--- src/rtl/core/encoder_angle_and_moving_average_speed_macros.svh ---
// Assertion helpers for the encoder angle and speed block.
// Each macro takes a label, a clock, an active-low reset, an antecedent and a consequent.
`ifndef ENCODER_ANGLE_AND_MOVING_AVERAGE_SPEED_MACROS_SVH
`define ENCODER_ANGLE_AND_MOVING_AVERAGE_SPEED_MACROS_SVH

`ifndef SYNTHESIS

// Same-cycle implication.
`define EAMS_ASSERT_IMPL(lbl, clk, rst_n, ante, cons) \
    lbl: assert property (@(posedge clk) disable iff (!rst_n) (ante) |-> (cons)) \
        else $error("%m: assertion failed");

// Next-cycle implication.
`define EAMS_ASSERT_NEXT(lbl, clk, rst_n, ante, cons) \
    lbl: assert property (@(posedge clk) disable iff (!rst_n) (ante) |=> (cons)) \
        else $error("%m: assertion failed");

`else

`define EAMS_ASSERT_IMPL(lbl, clk, rst_n, ante, cons)
`define EAMS_ASSERT_NEXT(lbl, clk, rst_n, ante, cons)

`endif

`endif

--- src/rtl/core/eams_ram.sv ---
`default_nettype none

module eams_ram #(
    parameter int WIDTH = 8,
    parameter int DEPTH = 16
) (
    input  wire logic                     i_clk,
    input  wire logic                     i_we,
    input  wire logic [$clog2(DEPTH)-1:0] i_waddr,
    input  wire logic [WIDTH-1:0]         i_wdata,
    input  wire logic [$clog2(DEPTH)-1:0] i_raddr,
    output logic      [WIDTH-1:0]         o_rdata
);

    logic [WIDTH-1:0] r_mem [DEPTH];
    logic [WIDTH-1:0] r_q;

    always_ff @(posedge i_clk) begin
        if (i_we) begin
            r_mem[i_waddr] <= i_wdata;
        end
        r_q <= r_mem[i_raddr];
    end

    assign o_rdata = r_q;

endmodule

`default_nettype wire

--- config.mk ---
export PLATFORM = sky130hd
export DESIGN_NAME = eams_ram
export DESIGN_NICKNAME = d
export VERILOG_FILES = /design/src/rtl/core/encoder_angle_and_moving_average_speed_macros.svh /design/src/rtl/core/eams_ram.sv
export SDC_FILE = /design/constraint.sdc
export NUM_CORES = 1
export LEC_CHECK = 0
export BUFFER_PORTS_ARGS = -buffer_cell sky130_fd_sc_hd__buf_2
export CAP_MARGIN = 15
export CELL_PAD_IN_SITES_DETAIL_PLACEMENT = 2
export CELL_PAD_IN_SITES_GLOBAL_PLACEMENT = 2
export CORE_UTILIZATION = 40
export CTS_CLUSTER_SIZE = 20
export DETAILED_ROUTE_END_ITERATION = 10
export PLACE_DENSITY = 0.73
export REMOVE_ABC_BUFFERS = 1
export SYNTH_ARGS = -nofsm -noshare
export SYNTH_HDL_FRONTEND = slang
export SYNTH_SLANG_ARGS = --single-unit
--- constraint.sdc ---
create_clock -name i_clk -period 2.67 [get_ports i_clk]
set_clock_uncertainty 0.05 [all_clocks]
set_input_delay 0.534 -clock i_clk [delete_from_list [all_inputs] [get_ports i_clk]]
set_output_delay 0.534 -clock i_clk [all_outputs]
set_load 0.05 [all_outputs]
==> flow_summary.json, run 1 <==
{
  "status": "finished clean",
  "fin_setup_tns_ns": 0,
  "grt_overflow": 0,
  "worst_slew_pin_slew_ns": 0.8064,
  "synth-main-ff-cell": "edfxtp_1",
  "slew-limit-headroom_pct": 46.13,
  "critPathArrivalTime_ns": 2.00,
  "setup_viol": 0,
  "cp-start-kind": "primary input",
  "drt_iter0_drc": 155,
  "cts_resized": 0,
  "netlist_instances": 229,
  "maxCapViolations": 0,
  "cts_sinks": 136,
  "clockRootBuffer": "clkbuf_16",
  "place_inst": 435,
  "vias_per_cell": 5.400,
  "cp.required_ns": 2.92,
  "drt-total-wl_mm": 12.44,
  "drv_slew": 0,
  "initial_core_util_pct": 40.96,
  "io_buffers": 25,
  "antenna_cells_inserted": 0,
  "synth_edf_count": 128,
  "die_h_um": 115.4,
  "cts_max_path_buffers": 2,
  "pin_count": 26,
  "seq_power_share_pct": 46.3,
  "cp-end-kind": "flip-flop",
  "vias": 2522,
  "fillers": 1097,
  "dr.pass1.iters": 4,
  "rows": 41,
  "fin_util_pct": 49.35,
  "synth_area_leader_cell": "edfxtp_1",
  "wl_met1_mm": 5.583,
  "final_cells": 467,
  "final_area_um2": 6202,
  "core_area_um2": 12570,
  "p_leak_nw": 2.121,
  "cts_tree": "yes",
  "grt_use_total_pct": 20.72,
  "grt_max_degree": 33,
  "seq_area_um2": 4004,
  "die_area_um2": 13330,
  "final_cell_mix": "128 x edfxtp_1, 25 x buf_2, 18 x mux4_2",
  "nets": 300,
  "multi_input_area_um2": 1057,
  "cts_htree_levels": 4,
  "fin_crit_sh_pct": 65.62,
  "drive_gt1_share_pct": 31.53,
  "netSwitchingPower_w": 0.001050,
  "seq_area_frac_synth_pct": 77.78,
  "route.met3.wl_um": 527,
  "comb_power_share_pct": 5.4,
  "antenna_found_initial": 0,
  "min_period_ns": 1.752,
  "ctsHoldBuffers": 0,
  "synth.area.top_cells": "edfxtp_1 75%, mux4_2 7.9%, mux4_1 7.1%",
  "yosys.area.top_type_share_pct": 74.67,
  "clk_pin_slew_worst_paths_ns": 0.06,
  "hpwl_mm": 7.955,
  "grt_pass1_vias": 2646,
  "numCtsBuffers": 17,
  "grt_first_pass_wirelength_mm": 18.17,
  "clkPwrFrac_pct": 48.2,
  "met2WireLength_mm": 6.155,
  "ys_seq_elements": 136,
  "crit_fanout": 32,
  "fp.dieW_um": 115.4,
  "final_common_cell": "edfxtp_1",
  "rsz0062_at_grt": "false",
  "syn_avg_cell_area_um2": 22.48,
  "cts_setup_buffers": 0,
  "synth_area_um2": 5147,
  "powerDensity_nw_per_um2": 836.6,
  "p_int_w": 0.004138,
  "ant_nets": 0,
  "dpl_cell_area_um2": 5569,
  "ir_drop_mv": 0.4902,
  "synthArstFlopShare_pct": 0,
  "synth_cell_types": 19,
  "yosys_warnings": 0,
  "p_sw_share_pct": 20.24,
  "insertion_delay_ns": 0.42,
  "area_delta_synth_final_pct": 20.49,
  "hold_path.class": "in -> reg",
  "crit_type": "in -> reg",
  "top_layer_used": "met4",
  "hold_violations": 0,
  "wl_per_cell_um": 26.65,
  "fmax_mhz": 570.7,
  "drc": 0,
  "place.gp.congestion": 0.7592
}
-- area by class of cell --
cell class	instances	area share, %
Sequential cell	136	64.56
Multi-Input combinational cell	83	17.05
Clock buffer	23	7.868
Timing Repair Buffer	44	4.721
Tap cell	172	3.470
Clock inverter	9	2.340
-- metrics by stage --
stage	setup slack (ns)	total power [W]	hold slack, ns
finish	0.9178	0.005189	0.4582
CTS	0.9641	0.005231	0.4427
global placement	0.5397	0.002711	0.5987
floorplan	0.5931	0.002587	0.5793
detailed placement	0.5221	0.002734	0.6231
global route	0.8398	0.005331	0.4628
-- sequential cells by signal (all words and copies together) (netlist names) --
register / count
o_rdata: 8
r_mem: 128
-- critical path, stage by stage --
cell and delay, ns:
buf_2 0.11, buf_12 0.25, mux4_1 0.63, a22oi_1 0.35
nand2_1 0.09
-- Yosys cell counts, drive strengths merged, types with 2 or more instances --
cell / count
nand2b: 2
dfxtp: 8
nand2: 9
nor2: 13
clkdlybuf4s25: 3
mux4: 32
a22oi: 16
edfxtp: 128
nor3: 4
buf: 7
nand3b: 2
-- final timing paths --
check | from | to | slack [ns] | cells after the start
worst min-delay path | i_wdata[2] | r_mem[0][2] | 0.46 | 1
worst max register to register | r_mem[0][1] | o_rdata[1] | 1.16 | 3
worst min register to register | r_mem[15][4] | o_rdata[4] | 0.64 | 3
worst max-delay path | i_raddr[0] | o_rdata[1] | 0.92 | 5
-- power groups by stage --
stage	sequential, W	clock, W	combinational (W)
after global routing	0.00241	0.00262	0.000301
after detailed placement	0.00245	0	0.000285
after global placement	0.00244	0	0.000269
final	0.00240	0.00250	0.000282
after CTS	0.00241	0.00254	0.000287
after floorplan	0.00249	0	0.0000957
-- cell families after synthesis --
kind of cell	synth area share, %
compound gates	2.334
mux	15.02
flops	77.78
buf+inv	1.677
simple gates	3.184
-- per-layer routing --
layer / vias up / GRT usage [%]
li1: 1079 / -
met4: 0 / 8.831
met3: 13 / 4.027
met5: - / 0
met1: 1355 / 28.70
met2: 75 / 32.30
Power figures use the tool's default switching activity.
==> run 2, diff against run 1 <==
--- a/config.mk
+++ b/config.mk
@@ -12,7 +12,7 @@
 export CORE_UTILIZATION = 40
 export CTS_CLUSTER_SIZE = 20
 export DETAILED_ROUTE_END_ITERATION = 10
-export PLACE_DENSITY = 0.73
+export PLACE_DENSITY = 0.76
 export REMOVE_ABC_BUFFERS = 1
 export SYNTH_ARGS = -nofsm -noshare
 export SYNTH_HDL_FRONTEND = slang
==> constraint.sdc (replaced) <==
create_clock -name i_clk -period 1.5 [get_ports i_clk]
set_clock_uncertainty 0.05 [all_clocks]
set_input_delay 0.3 -clock i_clk [delete_from_list [all_inputs] [get_ports i_clk]]
set_output_delay 0.3 -clock i_clk [all_outputs]
set_load 0.05 [all_outputs]
==> run 2 against run 1 <==
Critical path depth fell by 2. First-iteration DRC count grew 35%. Via count up 2.7%. Sequential share of layout area down 0.77 points. Combinational power up 96%.
==> flow_summary.json, run 2 (synthesis results as in run 1) <==
{
  "status": "finished clean",
  "core_area_um2": 12570,
  "slew-limit-headroom_pct": 40.26,
  "cts_htree_levels": 4,
  "worst_slew_pin_slew_ns": 0.8943,
  "multi_input_area_um2": 1067,
  "fp.dieW_um": 115.4,
  "final_common_cell": "edfxtp_1",
  "slowest_stage": "mux4_1",
  "drt_iter0_drc": 209,
  "cts_sinks": 136,
  "grt_overflow": 0,
  "r2r-start": "r_mem[10][1]",
  "netSwitchingPower_w": 0.001859,
  "crit_fanout": 1,
  "pin_count": 26,
  "drc": 0,
  "hold_violations": 0,
  "grt_use_total_pct": 21.82,
  "critical_path.cell_chain": "mux4_1, a22oi_2, nand2_1",
  "dr.pass1.iters": 4,
  "largest-register": "r_mem",
  "antenna_found_initial": 0,
  "critPathArrivalTime_ns": 1.71,
  "critPathBufInv": 0,
  "nets": 317,
  "cts_max_path_buffers": 2,
  "critPathMaxStageDelay_ns": 0.57,
  "fmax_mhz": 688.3,
  "seq_power_share_pct": 49.1,
  "grt_first_pass_wirelength_mm": 18.93,
  "holdCritStartpoint": "i_wdata[4]",
  "crit_family": "multiplexers",
  "ant_nets": 0,
  "numCtsBuffers": 17,
  "area_delta_synth_final_pct": 21.95,
  "grt_max_degree": 21,
  "place.gp.congestion": 0.7165,
  "clk_pin_slew_worst_paths_ns": 0.06,
  "dpl_cell_area_um2": 5722,
  "final_area_um2": 6277,
  "vias": 2591,
  "largest_register_ffs": 128,
  "p_sw_share_pct": 21.32,
  "maxCapViolations": 0,
  "p_int_w": 0.006859,
  "cts_resized": 1,
  "final_cell_mix": "128 x edfxtp_1, 32 x buf_4, 25 x buf_2",
  "clockRootBuffer": "clkbuf_16",
  "seq_area_um2": 4004,
  "drt-total-wl_mm": 13.10,
  "fillers": 1103,
  "insertion_delay_ns": 0.42,
  "antenna_cells_inserted": 0,
  "rows": 41,
  "clkPwrFrac_pct": 44.6,
  "rsz0062_at_grt": "false",
  "powerDensity_nw_per_um2": 1389,
  "vias_per_cell": 5.353,
  "final_cells": 484,
  "io_buffers": 25,
  "drive_gt1_share_pct": 33.97,
  "startpoint": "r_mem[10][1]",
  "p_leak_nw": 2.157,
  "comb_power_share_pct": 6.3,
  "place_inst": 452,
  "fin_crit_sh_pct": 96.86,
  "cp-start-kind": "flip-flop",
  "die_h_um": 115.4,
  "cp.required_ns": 1.76,
  "cts_tree": "yes",
  "ir_drop_mv": 0.9067,
  "setup_viol": 0,
  "drv_slew": 0,
  "cts_setup_buffers": 0,
  "hpwl_mm": 8.703,
  "ctsHoldBuffers": 0,
  "wl_per_cell_um": 27.06,
  "hold_path.class": "in -> reg",
  "die_area_um2": 13330,
  "grt_pass1_vias": 2891,
  "cp-end-kind": "flip-flop",
  "min_period_ns": 1.453,
  "initial_core_util_pct": 40.96,
  "crit_type": "reg -> reg"
}
## run 2: changes by cell type in the layout (fill, tap and decap cells not counted), sizes merged
cell      before  now
buf           44   61
clkinvlp       0    2
bufinv         4    2
clkinv         5    8
clkbuf        23   20
## run 2: final timing paths
| path | to | slack, ns | cells past startpoint |
|---|---|---|---|
| worst max-delay path | o_rdata[1] | 0.05 | 3 |
| worst min-delay path | r_mem[14][4] | 0.23 | 1 |
| worst max register to register | o_rdata[1] | 0.05 | 3 |
| worst min register to register | o_rdata[5] | 0.62 | 3 |
## run 2: per-layer routing
| layer | vias up | track usage (%) | routed length [µm] |
|---|---|---|---|
| li1 | 1112 | - | - |
| met1 | 1401 | 27.57 | 5625 |
| met2 | 60 | 36.09 | 6714 |
| met3 | 18 | 5.753 | 516 |
| met4 | 0 | 8.658 | 242 |
| met5 | - | 0 | 0 |
## run 2: cell type report
cell class / instances / share of cell area [%]
sequential: 136 / 63.78
multi-input combinational: 83 / 17.00
timing repair buffer: 61 / 7.096
clock buffer: 20 / 6.956
tap: 172 / 3.428
clock inverter: 12 / 1.734
## run 2: worst register-to-register path, stage by stage (launching register included)
cell	delay (ns)
edfxtp_1	0.41
mux4_1	0.57
a22oi_2	0.24
nand2_1	0.07
## run 2: power by group through the flow
stage / clock, W / combinational [W] / sequential, W
5_1_grt: 0.00407 / 0.000583 / 0.00429
3_5_place_dp: 0 / 0.000557 / 0.00436
4_1_cts: 0.00395 / 0.000561 / 0.00428
3_3_place_gp: 0 / 0.000520 / 0.00435
2_1_floorplan: 0 / 0.000170 / 0.00443
6_report: 0.00388 / 0.000552 / 0.00428
## run 2: per-stage QoR
step / hold slack (ns) / setup TNS, ns / total power [W] / setup WS, ns / util [%]
2_1_floorplan: 0.3489 / -5.872 / 0.004605 / -0.3429 / -
3_5_place_dp: 0.6192 / -7.992 / 0.004918 / -0.4075 / 45.53
6_report: 0.2320 / 0 / 0.008718 / 0.04711 / 49.95
4_1_cts: 0.2168 / 0 / 0.008796 / 0.01164 / 49.91
5_1_grt: 0.2248 / 0 / 0.008945 / 0.006826 / 49.95
3_3_place_gp: 0.6079 / -5.742 / 0.004870 / -0.3599 / 45.53
