===== src/rtl/core/encoder_angle_and_moving_average_speed_macros.svh =====
// Assertion helpers for the encoder angle and speed block.
// Each macro takes a label, a clock, an active-low reset, an antecedent and a consequent.
`ifndef ENCODER_ANGLE_AND_MOVING_AVERAGE_SPEED_MACROS_SVH
`define ENCODER_ANGLE_AND_MOVING_AVERAGE_SPEED_MACROS_SVH

`ifndef SYNTHESIS

// Same-cycle implication.
`define EAMS_ASSERT_IMPL(lbl, clk, rst_n, ante, cons) \
    lbl: assert property (@(posedge clk) disable iff (!rst_n) (ante) |-> (cons)) \
        else $error("%m: assertion failed");

// Next-cycle implication.
`define EAMS_ASSERT_NEXT(lbl, clk, rst_n, ante, cons) \
    lbl: assert property (@(posedge clk) disable iff (!rst_n) (ante) |=> (cons)) \
        else $error("%m: assertion failed");

`else

`define EAMS_ASSERT_IMPL(lbl, clk, rst_n, ante, cons)
`define EAMS_ASSERT_NEXT(lbl, clk, rst_n, ante, cons)

`endif

`endif


===== src/rtl/core/eams_pkg.sv =====
`default_nettype none

package eams_pkg;

    localparam int COUNT_BITS_DEF = 20;
    localparam int WINDOW_DEF     = 16;

    localparam int OFFSET_W    = 21;
    localparam int CPR_W       = 21;
    localparam int GAIN_W      = 32;
    localparam int ANGLE_W     = 16;
    localparam int SUM_W       = 24;
    localparam int SPEED_W     = 32;
    localparam int SPEED_FRAC  = 8;
    localparam int PROD_W      = SUM_W + GAIN_W + 1;
    localparam int FIXED_OUT_W = ANGLE_W + SUM_W + 2 * SPEED_W;

    localparam int CFG_ADDR_W = 3;
    localparam int CFG_DATA_W = 32;

    // Output queue depth; it must exceed the number of pipeline stages.
    localparam int FIFO_DEPTH = 8;

    localparam logic [CPR_W-1:0] CPR_RESET = CPR_W'(4096);

    localparam logic [CFG_ADDR_W-1:0] REG_COUNT_OFFSET   = CFG_ADDR_W'(0);
    localparam logic [CFG_ADDR_W-1:0] REG_COUNTS_PER_REV = CFG_ADDR_W'(1);
    localparam logic [CFG_ADDR_W-1:0] REG_ANGLE_GAIN     = CFG_ADDR_W'(2);
    localparam logic [CFG_ADDR_W-1:0] REG_RPM_GAIN       = CFG_ADDR_W'(3);
    localparam logic [CFG_ADDR_W-1:0] REG_OMEGA_GAIN     = CFG_ADDR_W'(4);

    typedef enum logic [1:0] {
        SU_IDLE,
        SU_RECIP,
        SU_RESIDUE
    } t_setup_state;

    typedef struct packed {
        logic full;
        logic empty;
    } t_fifo_stat;

    function automatic int pad8(input int bits);
        return ((bits + 7) / 8) * 8;
    endfunction

    // Floor of the product over 2^8, clamped to the signed 32-bit range.
    function automatic logic [SPEED_W-1:0] scale_sat(input logic signed [PROD_W-1:0] p);
        logic signed [PROD_W-1:0] q;
        logic [PROD_W-SPEED_W:0]  top;
        logic [SPEED_W-1:0]       r;
        q   = p >>> SPEED_FRAC;
        top = q[PROD_W-1:SPEED_W-1];
        if ((&top) || !(|top)) begin
            r = q[SPEED_W-1:0];
        end else if (q[PROD_W-1]) begin
            r = {1'b1, {(SPEED_W-1){1'b0}}};
        end else begin
            r = {1'b0, {(SPEED_W-1){1'b1}}};
        end
        return r;
    endfunction

endpackage

`default_nettype wire


===== src/rtl/core/eams_setup.sv =====
`default_nettype none

module eams_setup #(
    parameter int COUNT_BITS = eams_pkg::COUNT_BITS_DEF
) (
    input  wire logic                                i_clk,
    input  wire logic                                i_rst_n,
    input  wire logic                                i_start,
    input  wire logic [COUNT_BITS:0]                 i_modulus,
    input  wire logic signed [eams_pkg::OFFSET_W-1:0] i_offset,
    output logic      [COUNT_BITS+1:0]               o_recip,
    output logic      [COUNT_BITS-1:0]               o_residue,
    output logic                                     o_busy
);

    import eams_pkg::*;

    localparam int DW = (COUNT_BITS + 2 > OFFSET_W) ? COUNT_BITS + 2 : OFFSET_W;
    localparam int SW = $clog2(DW + 1);
    localparam int MW = COUNT_BITS + 1;

    t_setup_state r_state, n_state;

    logic [DW-1:0]         r_dvd, n_dvd;
    logic [DW-1:0]         r_quo, n_quo;
    logic [MW-1:0]         r_rem, n_rem;
    logic [SW-1:0]         r_step, n_step;
    logic [COUNT_BITS+1:0] r_recip, n_recip;
    logic [COUNT_BITS-1:0] r_residue, n_residue;

    logic [MW:0]           sh;
    logic                  ge;
    logic [MW:0]           sh_sub;
    logic [MW-1:0]         rem_step;
    logic [DW-1:0]         quo_step;
    logic                  last;
    logic                  off_neg;
    logic [OFFSET_W-1:0]   off_abs;
    logic [MW-1:0]         rem_comp;

    // One restoring step per cycle: first 2^(COUNT_BITS+1) / modulus, then |offset| mod modulus.
    assign sh       = {r_rem, r_dvd[DW-1]};
    assign ge       = sh >= {1'b0, i_modulus};
    assign sh_sub   = sh - {1'b0, i_modulus};
    assign rem_step = ge ? sh_sub[MW-1:0] : sh[MW-1:0];
    assign quo_step = {r_quo[DW-2:0], ge};
    assign last     = r_step == SW'(1);
    assign off_neg  = i_offset[OFFSET_W-1];
    assign off_abs  = off_neg ? OFFSET_W'(-i_offset) : OFFSET_W'(i_offset);
    assign rem_comp = i_modulus - rem_step;

    always_comb begin
        n_state = r_state;
        if (i_start) begin
            n_state = SU_RECIP;
        end else begin
            unique case (r_state)
                SU_IDLE:    n_state = SU_IDLE;
                SU_RECIP:   n_state = last ? SU_RESIDUE : SU_RECIP;
                SU_RESIDUE: n_state = last ? SU_IDLE : SU_RESIDUE;
                default:    n_state = SU_IDLE;
            endcase
        end
    end

    always_comb begin
        n_dvd     = r_dvd;
        n_quo     = r_quo;
        n_rem     = r_rem;
        n_step    = r_step;
        n_recip   = r_recip;
        n_residue = r_residue;
        if (i_start) begin
            n_dvd  = DW'(1) << (COUNT_BITS + 1);
            n_quo  = '0;
            n_rem  = '0;
            n_step = SW'(DW);
        end else begin
            unique case (r_state)
                SU_IDLE: begin
                end
                SU_RECIP: begin
                    n_dvd  = {r_dvd[DW-2:0], 1'b0};
                    n_quo  = quo_step;
                    n_rem  = rem_step;
                    n_step = r_step - SW'(1);
                    if (last) begin
                        n_recip = quo_step[COUNT_BITS+1:0];
                        n_dvd   = DW'(off_abs);
                        n_quo   = '0;
                        n_rem   = '0;
                        n_step  = SW'(DW);
                    end
                end
                SU_RESIDUE: begin
                    n_dvd  = {r_dvd[DW-2:0], 1'b0};
                    n_quo  = quo_step;
                    n_rem  = rem_step;
                    n_step = r_step - SW'(1);
                    if (last) begin
                        // A negative offset folds back into the positive range.
                        if (off_neg && (rem_step != '0)) begin
                            n_residue = rem_comp[COUNT_BITS-1:0];
                        end else begin
                            n_residue = rem_step[COUNT_BITS-1:0];
                        end
                    end
                end
                default: begin
                end
            endcase
        end
    end

    always_ff @(posedge i_clk) begin
        if (!i_rst_n) begin
            r_state <= SU_IDLE;
        end else begin
            r_state <= n_state;
        end
        r_dvd     <= n_dvd;
        r_quo     <= n_quo;
        r_rem     <= n_rem;
        r_step    <= n_step;
        r_recip   <= n_recip;
        r_residue <= n_residue;
    end

    assign o_recip   = r_recip;
    assign o_residue = r_residue;
    assign o_busy    = i_start || (r_state != SU_IDLE);

endmodule

`default_nettype wire


===== config.mk =====
export PLATFORM = sky130hd
export DESIGN_NAME = eams_setup
export DESIGN_NICKNAME = d
export VERILOG_FILES = /design/src/rtl/core/encoder_angle_and_moving_average_speed_macros.svh /design/src/rtl/core/eams_pkg.sv /design/src/rtl/core/eams_setup.sv
export SDC_FILE = /design/constraint.sdc
export NUM_CORES = 1
export LEC_CHECK = 0
export ABC_AREA = 1
export BUFFER_PORTS_ARGS = -buffer_cell sky130_fd_sc_hd__buf_2
export CAP_MARGIN = 15
export CORE_MARGIN = 2
export CORE_UTILIZATION = 45
export DETAILED_ROUTE_END_ITERATION = 12
export HOLD_SLACK_MARGIN = 0.06
export PLACE_DENSITY = 0.68
export SLEW_MARGIN = 20
export SYNTH_ARGS = -nofsm -noshare
export SYNTH_HDL_FRONTEND = slang
export SYNTH_SLANG_ARGS = --single-unit

===== constraint.sdc =====
create_clock -name i_clk -period 4.05 [get_ports i_clk]
set_clock_uncertainty 0.1 [all_clocks]
set_input_delay 0.405 -clock i_clk [delete_from_list [all_inputs] [get_ports i_clk]]
set_output_delay 0.405 -clock i_clk [all_outputs]
set_load 0.02 [all_outputs]

==> summary.md <==
| Metric | Value |
|---|---|
| Total number of vias | `about 7.6k` |
| Die area | `approximately 18000 um^2` |
| Final nets | `roughly 1.3k` |
| Max-cap violations | `0` |
| Setup TNS | `0 ns` |
| Post-synthesis adder-cell area fraction | `6.333%` |
| EDFF count, synth | `42` |
| Register area share after synthesis | `34.29%` |
| Max Fclk | `approximately 260 MHz` |
| Synth Area in Simple Gates | `a little over a third` |
| RSZ-0062 raised after global routing | `true` |
| Sw frac | `between 20% and 30%` |
| Final worst slack | `0.2189 ns` |
| CTS Buffer Depth | `2` |
| Top_reg_cell synth | `dfxtp_1` |
| IO Pins | `~90` |
| P&R area growth vs syn | `16.73%` |
| Final cell count without fillers | `about 1.5k` |
| XOR/XNOR share of the synthesized area | `under 10%` |
| Crit end category | `flip-flop` |
| Critical path required time | `approximately 4.1 ns` |
| Vias in the first global route | `approximately 7.3k` |
| Synthesized area | `slightly below 8000 um^2` |
| PortBufs | `87` |
| Fill count | `roughly 1.8k` |
| Die height | `~140 um` |
| Syn Area/Cell | `6.839 um^2` |
| Initial Util | `between 40% and 50%` |
| Remaining antenna violation count | `0` |
| Synth top area share | `between 10% and 20%` |
| Main combinational cell family by area after synthesis | `simple AND/OR/NAND/NOR gates` |
| Hold Crit Class | `input port to flip-flop` |
| Final setup fails | `0` |
| Drt wl/cell | `14.43 um` |
| Combinational fraction of design power | `between 10% and 20%` |
| Drt first pass iters | `7` |
| Slew HR | `approximately 50%` |
| Die width | `135.9 um` |
| Post-placement cell area | `around 8500 um^2` |
| Final hold vios | `0` |
| Core Box Area | `17120 um^2` |
| Clock Sinks | `113` |
| Initial antenna violation count | `0` |
| #FFs+latches synth | `approximately 110` |
| H-tree depth | `4` |
| Placed cells | `approximately 1.4k` |
| Syn Inst Count | `1144` |
| Register area | `2683 um^2` |
| Register share of total power | `around 39%` |
| Final WL | `approximately 21000 um` |
| Status | `complete, no violations` |
| Hpwl dp | `16040 um` |
| Top cells by count, synth | `nand2_1 (390), inv_1 (130), a21oi_1 (86), nand3_1 (75), nor2_1 (73)` |
| Final Core Density | `between 50% and 60%` |
| Synth cell types | `49` |
| Type of the worst setup path | `flip-flop to flip-flop` |
| Clk root buf | `clkbuf_16` |
| Fraction of synthesized area in multiplexers | `0%` |
| GRT Total Usage | `24.36%` |
| Clk_lat worst skew | `between 0.4 and 0.5 ns` |
| Yosys synthesis warning count | `0` |
| Footprint of the multi-input gates | `~4500 um^2` |
| Antenna diodes | `0` |
| TritonCTS clock tree | `built` |
| Async SR Flop Fraction | `0%` |
| Power Dens Cells | `333.9 nW/um^2` |
| GRT overflow | `0` |
| Worst vdd ir | `0.2758 mV` |
| Largest net degree at the start of global routing | `65` |
| CP startpoint kind | `flip-flop` |
| Least-Margin Pin Slew | `0.7455 ns` |
| DRC violation total after the first TritonRoute iteration | `442` |
| Switching pwr | `about 880 uW` |
| Hold Buf Count CTS | `0` |
| Crit share post-route | `between 90% and 100%` |
| Post-synth top area cell | `nand2_1` |
| Post-route cell area | `9133 um^2` |
| P_int | `2168 uW` |
| Share of cells above drive strength 1 | `16.92%` |
| Synth top area cells | `nand2_1 (19%), dfxtp_1 (18%), edfxtp_1 (16%), inv_1 (6.2%), ha_1 (6.1%)` |
| Most numerous cell in the Yosys netlist | `nand2_1` |
| Min Tclk post-route | `around 3.8 ns` |
| Place WS | `between 0.06 and 0.07 ns` |
| TritonCTS Buffers | `17` |
| Synth Area in Compound Gates | `approximately an eighth` |
| CP arrival | `between 3 and 4 ns` |
| Crit Path Max Fanout | `27` |
| Vias/cell | `about 5.2` |
| Max-slew violation total from the final report | `0` |
| Clock power share | `approximately half` |
| Std-Cell Rows | `48` |
| Post-route DRC violation count | `0` |
| Syn Nets | `1228` |
| Clock transition at the registers of the reported paths | `0.06 ns` |
| Leakage | `0.004280 uW` |
| RePlAce Congestion | `0.9677` |
| First-pass GRT wire length | `35520 um` |
-- layout by cell type, fill, tap and decap left out, types with 23 or more instances in the layout --
cell / instances
a21oi_1: 85
buf_2: 87
buf_4: 23
dfxtp_1: 71
edfxtp_1: 42
ha_1: 37
inv_1: 129
nand2_1: 389
nand3_1: 75
nor2_1: 71
o21ai_0: 26
xor2_1: 23
-- cell type report --
class,count,share of cell area (%)
Sequential cell,113,29.37
Inverter,138,5.672
Tap cell,225,3.083
Clock inverter,15,1.617
Clock buffer,17,4.658
Timing Repair Buffer,110,6.658
Multi-Input combinational cell,860,48.94
-- final timing paths --
kind | startpoint | endpoint | slack (ns) | cells past startpoint
min reg2reg | r_quo[20] | o_recip[21] | 0.34 | 0
min | i_rst_n | r_state[0] | 0.12 | 3
max | r_dvd[21] | o_residue[9] | 0.22 | 21
max reg2reg | r_dvd[21] | o_residue[9] | 0.22 | 21
-- layer usage --
| layer | vias up | GRT usage [%] | share of wire (%) |
|---|---|---|---|
| li1 | 3897 | - | - |
| met1 | 3483 | 32.06 | 47 |
| met2 | 225 | 39.93 | 45 |
| met3 | 42 | 4.101 | 5.3 |
| met4 | 0 | 9.664 | 3.2 |
| met5 | - | 0 | 0 |
-- metrics by stage --
stage	power, uW	hold slack [ns]
final	3049	0.1238
after global routing	3166	0.1314
after CTS	3058	0.1148
after detailed placement	1582	0.3308
after global placement	1580	0.3133
after floorplan	1468	0.3086
-- timing repair --
item	in CTS	in global routing
setup buffers	0	1
resized for setup	0	4
endpoints found under the setup margin	0	11
-- cells by family (layout without fill, tap and decap cells) --
logic type,after synthesis,after routing
simple gates,629,629
flops,113,113
xor+xnor,30,30
compound gates,162,162
buf+inv,171,280
fa+ha+maj,39,39
-- critical path, cell delays in order (launching register included) --
cell	delay [ns]
dfxtp_1	0.31
inv_1	0.11
ha_1	0.21
inv_1	0.08
fa_1	0.39
nand2_1	0.09
nand2_1	0.06
nand3_1	0.08
nand2_2	0.10
nand2_2	0.11
nand2_4	0.09
nand2_8	0.10
nand2_8	0.13
buf_4	0.20
nand2_1	0.09
nand2_1	0.10
nor3_2	0.17
nand4_1	0.18
nor2_4	0.19
nand2_2	0.06
nand2_2	0.39
o21ai_1	0.20
-- power by group through the flow --
stage | sequential [uW] | clock [uW] | combinational (uW)
floorplan | 1210 | 0 | 260
global placement | 1210 | 0 | 370
detailed placement | 1210 | 0 | 373
CTS | 1180 | 1500 | 375
global route | 1180 | 1550 | 429
finish | 1180 | 1480 | 381
-- registers in the layout, summed over array words and instances (netlist names) --
register and flops:
o_recip 22, o_residue 20, r_state 2, r_step 5, r_dvd 22, r_rem 21
r_quo 21
Note: power is estimated with default switching activity, not from simulation.
