==> config.mk <==
export PLATFORM = sky130hd
export DESIGN_NAME = eams_ofifo
export DESIGN_NICKNAME = d
export VERILOG_FILES = /design/src/rtl/core/encoder_angle_and_moving_average_speed_macros.svh /design/src/rtl/core/eams_pkg.sv /design/src/rtl/core/eams_ofifo.sv
export SDC_FILE = /design/constraint.sdc
export NUM_CORES = 1
export LEC_CHECK = 0
export BUFFER_PORTS_ARGS = -buffer_cell sky130_fd_sc_hd__buf_4
export CORE_ASPECT_RATIO = 0.8
export CORE_MARGIN = 2
export CORE_UTILIZATION = 59
export CTS_CLUSTER_SIZE = 20
export DETAILED_ROUTE_END_ITERATION = 6
export PLACE_DENSITY = 0.87
export RECOVER_POWER = 25
export SLEW_MARGIN = 15
export SYNTH_ARGS = -nofsm -noshare
export SYNTH_HDL_FRONTEND = slang
export SYNTH_SLANG_ARGS = --single-unit
==> constraint.sdc <==
create_clock -name i_clk -period 2.97 [get_ports i_clk]
set_clock_uncertainty 0.05 [all_clocks]
set_input_delay 0.594 -clock i_clk [delete_from_list [all_inputs] [get_ports i_clk]]
set_output_delay 0.594 -clock i_clk [all_outputs]
set_load 0.01 [all_outputs]
==> src/rtl/core/encoder_angle_and_moving_average_speed_macros.svh <==
// Assertion helpers for the encoder angle and speed block.
// Each macro takes a label, a clock, an active-low reset, an antecedent and a consequent.
`ifndef ENCODER_ANGLE_AND_MOVING_AVERAGE_SPEED_MACROS_SVH
`define ENCODER_ANGLE_AND_MOVING_AVERAGE_SPEED_MACROS_SVH

`ifndef SYNTHESIS

// Same-cycle implication.
`define EAMS_ASSERT_IMPL(lbl, clk, rst_n, ante, cons) \
    lbl: assert property (@(posedge clk) disable iff (!rst_n) (ante) |-> (cons)) \
        else $error("%m: assertion failed");

// Next-cycle implication.
`define EAMS_ASSERT_NEXT(lbl, clk, rst_n, ante, cons) \
    lbl: assert property (@(posedge clk) disable iff (!rst_n) (ante) |=> (cons)) \
        else $error("%m: assertion failed");

`else

`define EAMS_ASSERT_IMPL(lbl, clk, rst_n, ante, cons)
`define EAMS_ASSERT_NEXT(lbl, clk, rst_n, ante, cons)

`endif

`endif

==> src/rtl/core/eams_pkg.sv <==
`default_nettype none

package eams_pkg;

    localparam int COUNT_BITS_DEF = 20;
    localparam int WINDOW_DEF     = 16;

    localparam int OFFSET_W    = 21;
    localparam int CPR_W       = 21;
    localparam int GAIN_W      = 32;
    localparam int ANGLE_W     = 16;
    localparam int SUM_W       = 24;
    localparam int SPEED_W     = 32;
    localparam int SPEED_FRAC  = 8;
    localparam int PROD_W      = SUM_W + GAIN_W + 1;
    localparam int FIXED_OUT_W = ANGLE_W + SUM_W + 2 * SPEED_W;

    localparam int CFG_ADDR_W = 3;
    localparam int CFG_DATA_W = 32;

    // Output queue depth; it must exceed the number of pipeline stages.
    localparam int FIFO_DEPTH = 8;

    localparam logic [CPR_W-1:0] CPR_RESET = CPR_W'(4096);

    localparam logic [CFG_ADDR_W-1:0] REG_COUNT_OFFSET   = CFG_ADDR_W'(0);
    localparam logic [CFG_ADDR_W-1:0] REG_COUNTS_PER_REV = CFG_ADDR_W'(1);
    localparam logic [CFG_ADDR_W-1:0] REG_ANGLE_GAIN     = CFG_ADDR_W'(2);
    localparam logic [CFG_ADDR_W-1:0] REG_RPM_GAIN       = CFG_ADDR_W'(3);
    localparam logic [CFG_ADDR_W-1:0] REG_OMEGA_GAIN     = CFG_ADDR_W'(4);

    typedef enum logic [1:0] {
        SU_IDLE,
        SU_RECIP,
        SU_RESIDUE
    } t_setup_state;

    typedef struct packed {
        logic full;
        logic empty;
    } t_fifo_stat;

    function automatic int pad8(input int bits);
        return ((bits + 7) / 8) * 8;
    endfunction

    // Floor of the product over 2^8, clamped to the signed 32-bit range.
    function automatic logic [SPEED_W-1:0] scale_sat(input logic signed [PROD_W-1:0] p);
        logic signed [PROD_W-1:0] q;
        logic [PROD_W-SPEED_W:0]  top;
        logic [SPEED_W-1:0]       r;
        q   = p >>> SPEED_FRAC;
        top = q[PROD_W-1:SPEED_W-1];
        if ((&top) || !(|top)) begin
            r = q[SPEED_W-1:0];
        end else if (q[PROD_W-1]) begin
            r = {1'b1, {(SPEED_W-1){1'b0}}};
        end else begin
            r = {1'b0, {(SPEED_W-1){1'b1}}};
        end
        return r;
    endfunction

endpackage

`default_nettype wire

==> src/rtl/core/eams_ofifo.sv <==
`default_nettype none

module eams_ofifo #(
    parameter int WIDTH = 8
) (
    input  wire logic             i_clk,
    input  wire logic             i_rst_n,
    input  wire logic             i_push,
    input  wire logic [WIDTH-1:0] i_data,
    input  wire logic             i_ready,
    output logic      [WIDTH-1:0] o_data,
    output eams_pkg::t_fifo_stat  o_stat
);

    import eams_pkg::*;

    localparam int AW = $clog2(FIFO_DEPTH);
    localparam int CW = $clog2(FIFO_DEPTH + 1);

    logic [WIDTH-1:0] r_mem [FIFO_DEPTH];
    logic [AW-1:0]    r_wr, n_wr;
    logic [AW-1:0]    r_rd, n_rd;
    logic [CW-1:0]    r_cnt, n_cnt;
    logic             pop;

    assign o_stat.empty = r_cnt == '0;
    assign o_stat.full  = r_cnt == CW'(FIFO_DEPTH);
    assign pop          = i_ready && !o_stat.empty;
    assign o_data       = r_mem[r_rd];

    always_comb begin
        n_wr  = r_wr;
        n_rd  = r_rd;
        n_cnt = r_cnt;
        if (i_push) begin
            n_wr = (r_wr == AW'(FIFO_DEPTH - 1)) ? '0 : r_wr + AW'(1);
        end
        if (pop) begin
            n_rd = (r_rd == AW'(FIFO_DEPTH - 1)) ? '0 : r_rd + AW'(1);
        end
        if (i_push && !pop) begin
            n_cnt = r_cnt + CW'(1);
        end else if (pop && !i_push) begin
            n_cnt = r_cnt - CW'(1);
        end
    end

    always_ff @(posedge i_clk) begin
        if (!i_rst_n) begin
            r_wr  <= '0;
            r_rd  <= '0;
            r_cnt <= '0;
        end else begin
            r_wr  <= n_wr;
            r_rd  <= n_rd;
            r_cnt <= n_cnt;
        end
        if (i_push) begin
            r_mem[r_wr] <= i_data;
        end
    end

endmodule

`default_nettype wire

==> impl_metrics.tcl, run 1 <==
set metrics [dict create \
    seq_area_mm2 0.00218 \
    crit_fanout 6 \
    reg2reg_depth 8 \
    postCtsSetupBuffers 0 \
    worstMarginPinSlew_ns 0.902 \
    clkSinkCount 77 \
    grt_pass1_wl_um 8770 \
    crit_required_ns 3.18 \
    max_clock_freq_mhz 384 \
    clk_pin_slew_worst_paths_ns 0.07 \
    critical_path_class "flip-flop to flip-flop" \
    setup_viol 0 \
    crit_slowest_cell "o41ai_4" \
    antenna_found_initial 0 \
    ys_seq_area_share_pct 69.1 \
    rrSetupSlack_ns 0.37 \
    synth-edff-count 64 \
    reg2reg_from "r_cnt[1]" \
    slew-limit-headroom_pct 39.6 \
    ir_worst_vdd_mv 0.372 \
    cts-htree-levels 3 \
    finalHoldViolCount 0 \
    place_congestion 0.779 \
    grt_pass1_vias 1631 \
    wire_per_inst_um 21.7 \
    drtPass1Iterations 6 \
    fin_crit_sh_pct 87.7 \
    netlist_area_mm2 0.00316 \
    vias_per_cell 6.04 \
    synth_ff_type "edfxtp_1" \
    pre_cts_slack_ns 0.504 \
    fillCellCount 327 \
    diodes 0 \
    rsz0062_at_grt "false" \
    clock_latency_ns 0.33 \
    die_h_um 69.4 \
    vias 1577 \
    ys_async_sr_fraction_pct 0 \
    power.density_mw_per_mm2 752 \
    cp-end-kind "flip-flop" \
    fin_setup_tns_ns 0 \
    path_delay_family "compound AO/OA/AOI/OAI gates" \
    place_area_mm2 0.00338 \
    start_util_pct 62.0 \
    synthCells 164 \
    cp.arrival_ns 2.82 \
    p_total_mw 2.66 \
    wirelength_um 5660 \
    slew_viol_final 0 \
    status "complete, but fails checks" \
    min_from "i_rst_n" \
    hold_depth 2 \
    fin_crit_ns 2.60 \
    io_buffers 21 \
    cap_violations 0 \
    die-area_mm2 0.00596 \
    cp_slowest_stage_delay_ns 0.54 \
    drc 2 \
    fin_util_pct 69.5 \
    area_growth_pct 12.1 \
    io_pins 22 \
    root_buffer "clkbuf_8" \
    clock_path_buffers 2 \
    worstHoldPathType "primary input to flip-flop" \
    grt_overflow 0 \
    cts_tree "built" \
    die_width_um 85.8 \
    hold_buffers 0 \
    final_nets 214 \
    syn_nets 184 \
    regToRegEndpoint "r_cnt[3]" \
    grt_max_degree 17 \
    final_antenna_net_count 0 \
    core_area_mm2 0.00509 \
    dp.cells 245 \
    syn_avg_cell_area_um2 19.2 \
    multi_input_area_um2 920 \
    fin_cells 261 \
    synth-seq-cells 77 \
    crit_buf_inv 1 \
    hpwl_um 3750 \
    num_rows 23 \
    power.leakage_nw 1.22 \
    cp_cell_sequence "o41ai_4, ha_1, inv_1, ha_1, a21oi_1, a211oi_1, a31oi_1, mux2i_1" \
    numCtsBuffers 9 \
    synth.distinct_cells 30 \
    track_usage_pct 20.7 \
    start_kind "flip-flop" \
    cts.repair.resized 0 \
    holdWs_ns 0.504 \
    ys_warn_count 0 \
    drtIter0Drc 155 \
    setup_slack_ns 0.365 \
    stdcell_area_mm2 0.00354 \
    drive_gt1_share_pct 20.6 \
    crit_top_cell "ha_1" \
    violations "DRC" \
    hold_end "r_cnt[0]" \
]
Yosys cell counts, types with 2 or more instances:
| library cell | instances | area [µm²] |
|---|---|---|
| nor2b_1 | 6 | 37.5 |
| mux2_2 | 8 | 90.1 |
| mux2i_1 | 5 | 50.1 |
| nand2_1 | 4 | 15.0 |
| and2_1 | 3 | 18.8 |
| nand2b_1 | 5 | 31.3 |
| dfxtp_1 | 13 | 260 |
| nor2_1 | 7 | 26.3 |
| edfxtp_1 | 64 | 1920 |
| mux4_1 | 15 | 394 |
| ha_1 | 7 | 87.6 |
| nor3_1 | 3 | 15.0 |
| xnor2_1 | 2 | 17.5 |
| a21oi_1 | 3 | 15.0 |
| clkbuf_1 | 3 | 11.3 |
| o21ai_0 | 2 | 10.0 |
layout make-up:
type                            count  area share, %
Sequential cell                    77           61.6
Inverter                            1          0.106
Timing Repair Buffer               26           4.67
Tap cell                           62           2.19
Multi-Input combinational cell     79           26.0
Clock buffer                       11           3.99
Clock inverter                      5           1.41
kinds of logic (layout without fill, tap and decap cells):
group / Yosys count / after routing / synth area share, %
AO/OA/AOI/OAI: 8 / 8 / 2.10
flip-flops: 77 / 77 / 69.1
XOR/XNOR: 2 / 2 / 0.555
buffers and inverters: 8 / 43 / 1.74
adder cells (fa/ha/maj): 8 / 8 / 3.41
multiplexers: 29 / 29 / 17.6
AND/OR/NAND/NOR: 32 / 32 / 5.43
cells in the final DEF, fill, tap and decap left out, types with 2 or more instances in the layout:
cell type and n:
nand2_1 4, nor3_1 3, nor2_1 7, edfxtp_1 64, o21ai_0 2, nand2b_1 5, mux4_1 15, clkinv_1 2
mux2i_1 5, clkbuf_8 10, buf_4 18, dfxtp_1 13, and2_1 3, clkbuf_1 9, nor2b_1 6, mux2_2 8
ha_1 7, a21oi_1 3, xnor2_1 2
sequential cells by signal, summed over array words and instances (netlist names), named ones only:
name / cells
r_mem: 64
r_rd: 3
r_cnt: 4
r_wr: 3
worst max-delay path by stage:
stage	startpoint	end	slack (ns)	depth (start not counted)
after floorplan	r_cnt[1]	r_cnt[3]	0.77	8
after global placement	r_cnt[1]	r_cnt[3]	0.72	8
after detailed placement	r_cnt[1]	r_cnt[3]	0.50	8
after CTS	flip-flop	o_data[1]	0.32	3
after global routing	r_cnt[1]	r_cnt[3]	0.21	8
final	r_cnt[1]	r_cnt[3]	0.37	8
power breakdown:
group,internal (mW),switching (mW)
Sequential,1.23,0.0898
Combinational,0.322,0.275
Clock,0.404,0.340
layer usage:
layer | routed length, µm | part of all wire, % | up-vias | global-route usage, %
met1 | 2330 | 41 | 796 | 27.8
met4 | 46 | 0.81 | 0 | 7.23
met3 | 371 | 6.6 | 8 | 5.83
li1 | - | - | 717 | -
met2 | 2900 | 51 | 56 | 32.9
met5 | 0 | 0 | - | 0
(Power assumes the default switching activity.)
==> run 2: changes to the inputs <==
--- a/config.mk
+++ b/config.mk
@@ -8,10 +8,11 @@
 export BUFFER_PORTS_ARGS = -buffer_cell sky130_fd_sc_hd__buf_4
 export CORE_ASPECT_RATIO = 0.8
 export CORE_MARGIN = 2
-export CORE_UTILIZATION = 59
+export CORE_UTILIZATION = 62
+export CTS_BUF_LIST = sky130_fd_sc_hd__clkbuf_8
 export CTS_CLUSTER_SIZE = 20
 export DETAILED_ROUTE_END_ITERATION = 6
-export PLACE_DENSITY = 0.87
+export PLACE_DENSITY = 0.91
 export RECOVER_POWER = 25
 export SLEW_MARGIN = 15
 export SYNTH_ARGS = -nofsm -noshare
==> run 2 against run 1 <==
Compared with the run above: the flow now finishes without violations; wire length down 6.4%; highest routed layer unchanged; setup slack worse by 0.041 ns; largest power group unchanged; first-iteration DRC count shrank 23%; critical path type is now flip-flop to output pin.
==> impl_metrics.tcl, run 2 (same netlist as run 1, synthesis figures left out) <==
set metrics [dict create \
    status "complete, no violations" \
    diodes 0 \
    pre_cts_slack_ns 0.555 \
    clock_path_buffers 2 \
    cp-end-kind "output pin" \
    hold_end "r_mem[5][4]" \
    cp.arrival_ns 2.00 \
    crit_fanout 16 \
    wirelength_um 5290 \
    track_usage_pct 21.2 \
    min_from "i_data[4]" \
    drtPass1Iterations 4 \
    p_int_mw 1.95 \
    grt_max_degree 17 \
    cts_tree "built" \
    worstMarginPinSlew_ns 0.917 \
    finalHoldViolCount 0 \
    power.leakage_nw 1.25 \
    drtIter0Drc 120 \
    wire_per_inst_um 20.1 \
    cts-htree-levels 3 \
    vias_per_cell 5.95 \
    fin_crit_ns 2.65 \
    power.density_mw_per_mm2 736 \
    die-area_mm2 0.00568 \
    cap_violations 0 \
    cts.repair.resized 0 \
    final_cell_mix "edfxtp_1 (64), buf_4 (23), mux4_1 (15)" \
    drt-met1-wl_um 2150 \
    area_growth_pct 13.1 \
    core_area_mm2 0.00495 \
    clkSinkCount 77 \
    numCtsBuffers 9 \
    grt_overflow 0 \
    p_total_mw 2.63 \
    antenna_found_initial 0 \
    final_common_cell "edfxtp_1" \
    regMostFlops "r_mem" \
    io_buffers 21 \
    crit_required_ns 2.33 \
    reg2reg_depth 8 \
    max_clock_freq_mhz 378 \
    drc 0 \
    rsz0062_at_grt "false" \
    slew_viol_final 0 \
    postCtsSetupBuffers 0 \
    worstHoldPathType "primary input to flip-flop" \
    reg2reg_from "r_cnt[1]" \
    swShare_pct 25.8 \
    hpwl_um 3530 \
    die_width_um 83.8 \
    setup_slack_ns 0.324 \
    p_switching_mw 0.677 \
    p_seq_share_pct 50.0 \
    start_util_pct 63.8 \
    root_buffer "clkbuf_8" \
    grt_pass1_vias 1639 \
    die_h_um 67.8 \
    num_rows 23 \
    route.met3.wl_um 304 \
    place_congestion 0.673 \
    rrSetupSlack_ns 0.55 \
    fin_crit_sh_pct 89.1 \
    start_kind "flip-flop" \
    hold_depth 1 \
    highest_layer "met4" \
    drive_gt1_share_pct 22.8 \
    fin_setup_tns_ns 0 \
    grt_pass1_wl_um 8400 \
    reg_top3 "r_mem x64, r_cnt x4" \
    largest_register_ffs 64 \
    final_nets 217 \
    power_frac_comb_pct 21.9 \
    setup_viol 0 \
    vias 1572 \
    slew-limit-headroom_pct 38.6 \
    io_pins 22 \
    hold_buffers 0 \
    met2_length_um 2760 \
    regToRegEndpoint "r_cnt[3]" \
    ir_worst_vdd_mv 0.504 \
    clk_pin_slew_worst_paths_ns 0.07 \
    clock_latency_ns 0.34 \
    final_antenna_net_count 0 \
    critical_path_class "flip-flop to output pin" \
    p_clk_share_pct 28.1 \
]
[run 2: cell count changes in the layout (fill, tap and decap cells not counted), sizes merged]
cell,before,now
inv,1,2
buf,18,23
clkbuf,19,16
[run 2: stage by stage]
step                      area [µm²]  cells  hold slack, ns  utilization, %
final                           3570    264           0.443            72.1
after global routing            3570    264           0.424            72.1
after CTS                       3590    264           0.419            72.6
after detailed placement        3400    248           0.496            68.7
after global placement          3400    248           0.460            68.7
after floorplan                 3160    164           0.446               -
[run 2: how the worst max path moves through the flow]
stage / depth (start not counted) / to
final: 4 / o_data[1]
after global routing: 3 / o_data[1]
after CTS: 4 / o_data[1]
after detailed placement: 8 / r_cnt[3]
after global placement: 8 / r_cnt[3]
after floorplan: 8 / r_cnt[3]
[run 2: area by class of cell]
type | instances | area, µm²
flip-flops and latches | 77 | 2180
fillers | 290 | 1380
multi-input cells | 79 | 920
repair buffers | 29 | 195
clock buffers | 10 | 138
well taps | 62 | 77.6
clock inverters | 6 | 53.8
inverters | 1 | 3.75
[run 2: worst max-delay path, stage by stage (launching register included)]
cell and delay (ns):
dfxtp_1 0.31, buf_4 0.28, mux4_1 0.62, mux2_2 0.30
buf_4 0.15
[run 2: layer usage]
| metal | GRT usage [%] | vias to the layer above |
|---|---|---|
| met1 | 24.7 | 785 |
| met2 | 36.7 | 52 |
| met3 | 8.20 | 9 |
| met4 | 7.66 | 0 |
| li1 | - | 726 |
| met5 | 0 | - |
[run 2: power by group through the flow]
stage	logic [mW]	registers, mW	clock network, mW
after floorplan	0.438	1.30	0
after global placement	0.545	1.33	0
after detailed placement	0.581	1.34	0
after CTS	0.584	1.31	0.752
after global routing	0.631	1.32	0.793
final	0.574	1.31	0.739
